**config.mk**
```make
export PLATFORM = sky130hd
export DESIGN_NAME = ppd_arith
export DESIGN_NICKNAME = d
export VERILOG_FILES = /design/src/rtl/pairwise_point_distance_top_defines.svh /design/src/rtl/ppd_pkg.sv /design/src/rtl/ppd_arith.sv
export SDC_FILE = /design/constraint.sdc
export NUM_CORES = 1
export LEC_CHECK = 0
export ABC_AREA = 1
export BUFFER_PORTS_ARGS = -buffer_cell sky130_fd_sc_hd__clkbuf_2
export CAP_MARGIN = 0
export CORE_UTILIZATION = 55
export DETAILED_ROUTE_END_ITERATION = 6
export PLACE_DENSITY = 0.75
export SLEW_MARGIN = 10
export SYNTH_ARGS = -nofsm -noshare
export SYNTH_HDL_FRONTEND = slang
export SYNTH_SLANG_ARGS = --single-unit
```
**constraint.sdc**
```tcl
create_clock -name clk -period 6.5 [get_ports clk]
set_input_delay 1.3 -clock clk [delete_from_list [all_inputs] [get_ports clk]]
set_output_delay 1.3 -clock clk [all_outputs]
set_load 0.05 [all_outputs]
```
**src/rtl/pairwise_point_distance_top_defines.svh**
```systemverilog
// assertion macros shared by the pairwise distance rtl
`ifndef PAIRWISE_POINT_DISTANCE_TOP_DEFINES_SVH
`define PAIRWISE_POINT_DISTANCE_TOP_DEFINES_SVH

// same-cycle implication, checked on clk outside reset
`define PPD_ASSERT_NOW(lbl, ante, cons) \
  lbl: assert property (@(posedge clk) disable iff (rst) (ante) |-> (cons)) \
    else $error("pairwise distance check failed");

// next-cycle implication, checked on clk outside reset
`define PPD_ASSERT_NEXT(lbl, ante, cons) \
  lbl: assert property (@(posedge clk) disable iff (rst) (ante) |=> (cons)) \
    else $error("pairwise distance check failed");

`endif

```
**src/rtl/ppd_pkg.sv**
```systemverilog
// shared types, constants and microcode for the pairwise distance block
package ppd_pkg;

  // default sizes of the point table
  localparam int DEF_MAX_POINTS   = 32;
  localparam int DEF_MAX_FEATURES = 16;

  // field widths
  localparam int PT_W    = 5;
  localparam int FI_W    = 4;
  localparam int FV_W    = 16;
  localparam int NF_W    = 5;
  localparam int DIST_W  = 18;
  localparam int CFG_IDX_W  = 1;
  localparam int CFG_DATA_W = 5;

  // arithmetic widths: squares fit 32 bits, at most 31 of them summed
  localparam int SQ_W    = 32;
  localparam int SUM_W   = SQ_W + NF_W;
  localparam int RAD_W   = SUM_W + (SUM_W % 2);
  localparam int ROOT_W  = RAD_W / 2;
  localparam int REM_W   = ROOT_W + 3;
  localparam int NUM_W   = NF_W + 8;
  localparam int ITER_W  = 5;
  localparam int SQRT_STEPS = ROOT_W;
  localparam int DIV_STEPS  = NUM_W;
  localparam logic [DIST_W-1:0] DIST_MAX = '1;

  // request and mode codes
  localparam logic REQ_STORE = 1'b0;
  localparam logic REQ_QUERY = 1'b1;
  localparam logic MODE_MISMATCH = 1'b0;
  localparam logic MODE_EUCLID   = 1'b1;

  // configuration register indexes and reset values
  localparam logic [CFG_IDX_W-1:0] CFG_METRIC_MODE  = 1'b0;
  localparam logic [CFG_IDX_W-1:0] CFG_NUM_FEATURES = 1'b1;
  localparam logic              MODE_RESET = MODE_EUCLID;
  localparam logic [NF_W-1:0]   NF_RESET   = 5'd16;

  // request beat
  typedef struct packed {
    logic                   req_type;
    logic [PT_W-1:0]        point_a;
    logic [PT_W-1:0]        point_b;
    logic [FI_W-1:0]        feature_index;
    logic signed [FV_W-1:0] feature_value;
  } req_t;

  // response beat
  typedef struct packed {
    logic [PT_W-1:0]   pair_first;
    logic [PT_W-1:0]   pair_second;
    logic [DIST_W-1:0] distance;
  } rsp_t;

  // control from the sequencer into the iterative unit
  typedef struct packed {
    logic load_sqrt;
    logic load_div;
    logic step;
  } arith_ctrl_t;

  // microprogram addresses
  typedef enum logic [2:0] {
    U_IDLE      = 3'd0,
    U_WALK      = 3'd1,
    U_DRAIN     = 3'd2,
    U_SEL       = 3'd3,
    U_DIV_LOAD  = 3'd4,
    U_SQRT_LOAD = 3'd5,
    U_ITER      = 3'd6,
    U_FINISH    = 3'd7
  } step_t;

  // datapath operations
  typedef enum logic [2:0] {
    OP_NONE,
    OP_WALK,
    OP_DIV_LOAD,
    OP_SQRT_LOAD,
    OP_STEP,
    OP_RESULT
  } uop_t;

  // jump conditions
  typedef enum logic [2:0] {
    C_ALWAYS,
    C_NEVER,
    C_QUERY,
    C_LAST,
    C_PIPE_EMPTY,
    C_EUCLID,
    C_ITER_LAST,
    C_OUT_ROOM
  } cond_t;

  // one control word: on cond jump to target, else hold or fall through
  typedef struct packed {
    uop_t  op;
    cond_t cond;
    step_t target;
    logic  hold;
  } uword_t;

  // the microprogram
  function automatic uword_t ucode_rom(step_t addr);
    uword_t w;
    case (addr)
      U_IDLE:      w = '{op: OP_NONE,      cond: C_QUERY,      target: U_WALK,      hold: 1'b1};
      U_WALK:      w = '{op: OP_WALK,      cond: C_LAST,       target: U_DRAIN,     hold: 1'b1};
      U_DRAIN:     w = '{op: OP_NONE,      cond: C_PIPE_EMPTY, target: U_SEL,       hold: 1'b1};
      U_SEL:       w = '{op: OP_NONE,      cond: C_EUCLID,     target: U_SQRT_LOAD, hold: 1'b0};
      U_DIV_LOAD:  w = '{op: OP_DIV_LOAD,  cond: C_ALWAYS,     target: U_ITER,      hold: 1'b0};
      U_SQRT_LOAD: w = '{op: OP_SQRT_LOAD, cond: C_NEVER,      target: U_ITER,      hold: 1'b0};
      U_ITER:      w = '{op: OP_STEP,      cond: C_ITER_LAST,  target: U_FINISH,    hold: 1'b1};
      U_FINISH:    w = '{op: OP_RESULT,    cond: C_OUT_ROOM,   target: U_IDLE,      hold: 1'b1};
      default:     w = '{op: OP_NONE,      cond: C_ALWAYS,     target: U_IDLE,      hold: 1'b0};
    endcase
    return w;
  endfunction

endpackage

```
**src/rtl/ppd_arith.sv**
```systemverilog
// iterative square root and small divider, one result bit per cycle
module ppd_arith (
  input  logic                        clk,
  input  logic                        rst,
  input  ppd_pkg::arith_ctrl_t        ctrl,
  input  logic [ppd_pkg::SUM_W-1:0]   sum,
  input  logic [ppd_pkg::NF_W-1:0]    mism,
  input  logic [ppd_pkg::NF_W-1:0]    divisor,
  output logic                        iter_last,
  output logic [ppd_pkg::DIST_W-1:0]  result
);

  logic [ppd_pkg::RAD_W-1:0]  rad;
  logic [ppd_pkg::REM_W-1:0]  rem;
  logic [ppd_pkg::ROOT_W-1:0] root;
  logic [ppd_pkg::NF_W-1:0]   div_by;
  logic [ppd_pkg::ITER_W-1:0] cnt;
  logic                       sqrt_mode;

  logic [ppd_pkg::REM_W-1:0]  sq_sh;
  logic [ppd_pkg::REM_W-1:0]  sq_trial;
  logic [ppd_pkg::REM_W-1:0]  dv_sh;
  logic [ppd_pkg::REM_W-1:0]  dv_d;
  logic                       sq_ge;
  logic                       dv_ge;

  // trial subtract for one root digit or one quotient bit
  always_comb begin
    sq_sh    = {rem[ppd_pkg::REM_W-3:0], rad[ppd_pkg::RAD_W-1 -: 2]};
    sq_trial = ppd_pkg::REM_W'({root, 2'b01});
    sq_ge    = (sq_sh >= sq_trial);
    dv_sh    = {rem[ppd_pkg::REM_W-2:0], rad[ppd_pkg::RAD_W-1]};
    dv_d     = ppd_pkg::REM_W'(div_by);
    dv_ge    = (dv_sh >= dv_d);
  end

  // step counter
  always_ff @(posedge clk) begin
    if (rst) begin
      cnt <= '0;
    end else if (ctrl.load_sqrt) begin
      cnt <= ppd_pkg::ITER_W'(ppd_pkg::SQRT_STEPS);
    end else if (ctrl.load_div) begin
      cnt <= ppd_pkg::ITER_W'(ppd_pkg::DIV_STEPS);
    end else if (ctrl.step && cnt != '0) begin
      cnt <= cnt - ppd_pkg::ITER_W'(1);
    end
  end

  // working registers
  always_ff @(posedge clk) begin
    if (ctrl.load_sqrt) begin
      sqrt_mode <= 1'b1;
      rad       <= ppd_pkg::RAD_W'(sum);
      rem       <= '0;
      root      <= '0;
    end else if (ctrl.load_div) begin
      sqrt_mode <= 1'b0;
      rad       <= ppd_pkg::RAD_W'({mism, 8'h00}) << (ppd_pkg::RAD_W - ppd_pkg::NUM_W);
      rem       <= '0;
      root      <= '0;
      div_by    <= divisor;
    end else if (ctrl.step) begin
      if (sqrt_mode) begin
        rad  <= rad << 2;
        rem  <= sq_ge ? (sq_sh - sq_trial) : sq_sh;
        root <= {root[ppd_pkg::ROOT_W-2:0], sq_ge};
      end else begin
        rad  <= rad << 1;
        rem  <= dv_ge ? (dv_sh - dv_d) : dv_sh;
        root <= {root[ppd_pkg::ROOT_W-2:0], dv_ge};
      end
    end
  end

  assign iter_last = (cnt == ppd_pkg::ITER_W'(1));

  // saturate the root, quotient is always in range
  always_comb begin
    if (sqrt_mode && root > ppd_pkg::ROOT_W'(ppd_pkg::DIST_MAX)) begin
      result = ppd_pkg::DIST_MAX;
    end else begin
      result = root[ppd_pkg::DIST_W-1:0];
    end
  end

endmodule

```
==> impl_results.md <==
- Vias in the first global route: 6105
- Total power divided by cell area: 470 mW/mm²
- Critical R2R Launch: rem[15]
- FF+latch count, synth: 89
- Number of I/O port buffers: 70
- Die ar.: 0.0127 mm²
- Post-DP HPWL: 12700 µm
- R2r worst-path depth: 13
- Vias: 6702
- Maxcap violations: 0
- Antenna fix cells: 0
- Worst setup path start: ctrl[2]
- Largest area contributor in the netlist: edfxtp_1
- GPL Wtd Cong: 0.959
- Mapped cell area: 0.00671 mm²
- Synth top cells by count: nand2_1, inv_1, nor2_1, o21ai_0, nand3_1
- RSZ-0062 raised after global routing: false
- Hold path start: cnt[1]
- H-tree depth: 3
- Register Area: 0.00220 mm²
- Hold WC Path Type: reg2reg
- Layout Utilization: 63.6%
- Rows: 39
- Worst Hold Depth: 2
- Worst IR Drop VDD: 0.000221 V
- Mean routed wirelength per cell: 14.0 µm
- Post-synth top flop: dfxtp_1
- Total grt overflow: 0
- Clk_skew: 0.00678 ns
- Unique masters post-synth: 40
- Max Slew Vio Count: 0
- CORE AREA: 0.0117 mm²
- # nets final: 1164
- CTS tree: built
- FMAX: 252 MHz
- Synth top area share: 18.8%
- Period Utilization, post-route: 61.1%
- Crit path DAT: 4.02 ns
- Ports: 71
- Final min period: 3.97 ns
- Outcome: completed
- Post-CTS sizing: 0
- First-pass GRT wire length: 29000 µm
- Synth area leaders: edfxtp_1, nand2_1, dfxtp_1, inv_1, o21ai_0
- Die H: 112 µm
- Worst slew margin: 33.7%
- Crit Path Class: in2reg
- CP startpoint kind: primary input
- Fillcell total: 1124
- Most common cell in the netlist: nand2_1
- Worst path required time: 6.55 ns
- Initial DRC Count: 560
- R2R Setup Slk: 4.01 ns
- Tightest Pin Transition: 0.993 ns
- Worst skew pair latency: 0.35 ns
- Async SR Flop Fraction: 0%
- Cells after Synth: 1030
- Setup crit end kind: flop
- Setup TNS: 0 ns
- Hold EP: cnt[1]
- Num CTS Buffers: 9
- Layout cell share with drive strength beyond 1: 12.1%
- Reg clk slew, reported paths: 0.07 ns
- Synth warn: 0
- Total routing usage reported by global routing: 29.0%
- Pleak: 0.00385 µW
- Critical-path maximum fanout: 44
- Worst reg2reg endpoint: rem[7]
- Initial Utilization: 57.6%
- Die Span X: 112 µm
- Vias/cell: 5.45
- Placed Instances: 1214
- Total nets after synthesis: 1112
- Initial antenna violation count: 0
- Buffer count from post-CTS setup fixing: 0
- CTS Hold Bufs: 0
- CTS Sinks: 89
- DRC: 0
- Cell Area, Placed: 0.00711 mm²
- Post-synth EDFFs: 42
- Part of the Yosys area used for sequential elements: 32.8%
- Final non-filler cell total: 1230
- Largest net degree at the start of global routing: 61
- Setup violators final: 0
- Routed Antenna Nets: 0
- Area grow syn2layout: 10.5%
- Maximum clock path buffer count: 2
- Mean post-synth cell area: 6.52 µm²
- TritonRoute pass-1 iters: 5
- Fin. Hold Viols: 0
- Cell chosen for the clock root: clkbuf_16
- Multi-input logic area: 0.00382 mm²
- Post-route design area: 0.00742 mm²
- Post-Route WL: 17200 µm
cell usage in the layout (no fill, tap or decap), types with 2 or more instances in the layout:
| cell type | count |
|---|---|
| o21bai_1 | 3 |
| xnor2_1 | 4 |
| edfxtp_1 | 42 |
| o22ai_1 | 19 |
| nand4_1 | 12 |
| nand2_1 | 312 |
| nand3_1 | 79 |
| dfxtp_1 | 46 |
| o21ai_1 | 2 |
| clkbuf_2 | 70 |
| a32o_1 | 2 |
| bufinv_16 | 2 |
| a31oi_1 | 7 |
| clkinv_1 | 2 |
| nor2_2 | 5 |
| o211ai_1 | 4 |
| inv_2 | 4 |
| clkbuf_16 | 9 |
| nor2_4 | 2 |
| a21oi_1 | 36 |
| nand3_2 | 2 |
| ha_1 | 29 |
| or2_2 | 4 |
| o21ai_0 | 82 |
| nand3b_1 | 11 |
| inv_1 | 137 |
| nor2_1 | 109 |
| nor3_1 | 5 |
| nand2_2 | 18 |
| buf_4 | 4 |
| nand2_4 | 2 |
| xor2_1 | 9 |
stage by stage:
step | total power (µW) | setup WS (ns) | hold slack, ns
5_1_grt | 3840 | 2.21 | 0.491
3_3_place_gp | 2890 | 2.22 | 0.462
4_1_cts | 3470 | 2.53 | 0.473
6_report | 3490 | 2.53 | 0.471
3_5_place_dp | 2910 | 2.16 | 0.463
2_1_floorplan | 2530 | 3.24 | 0.442
cells by family (layout without fill, tap and decap cells):
| family | count (synthesis) | in the layout | share of synthesized area, % |
|---|---|---|---|
| DFF | 89 | 89 | 32.8 |
| and+or+nand+nor | 567 | 567 | 36.8 |
| xor gates and xnor gates | 13 | 13 | 1.70 |
| AOI/OAI and AO/OA | 157 | 157 | 12.7 |
| adders and majority gates | 30 | 30 | 5.70 |
| buffers and inverters | 174 | 231 | 10.3 |
how the worst max path moves through the flow:
| stage | cells after the start | slack (ns) | endpoint |
|---|---|---|---|
| global placement | 7 | 2.22 | rad[21] |
| detailed placement | 7 | 2.16 | rad[17] |
| global route | 7 | 2.21 | rad[25] |
| CTS | 7 | 2.53 | rad[26] |
| finish | 7 | 2.53 | rad[25] |
| floorplan | 5 | 3.24 | rad[0] |
registers in the layout (all words and copies together) (netlist names):
register,cells
div_by,5
rem,21
sqrt_mode,1
rad,38
cnt,5
root,19
area by class of cell:
cell class                      count  area share [%]
Clock buffer                        9            3.04
Clock inverter                      7            1.15
Inverter                          141            7.13
Multi-Input combinational cell    767            51.4
Sequential cell                    89            29.7
Tap cell                          143            2.41
Timing Repair Buffer               74            5.13
critical path, stage by stage:
cell	delay, ns
clkbuf_2	0.44
nor2_2	0.20
buf_4	0.36
inv_1	0.15
nor2_1	0.76
inv_2	0.38
buf_4	0.40
power breakdown:
part	total [µW]	leakage, µW	switching [µW]	internal, µW
Clock	553	0.000146	220	332
Sequential	733	0.000834	78.5	654
Combinational	2200	0.00287	1470	735
per-layer routing:
metal	track usage (%)	routed length (µm)	up-vias
met5	0	0	-
li1	-	-	3437
met3	4.00	1010	37
met2	48.2	7870	230
met4	13.1	635	0
met1	37.5	7680	2998
(Power assumes the default switching activity.)
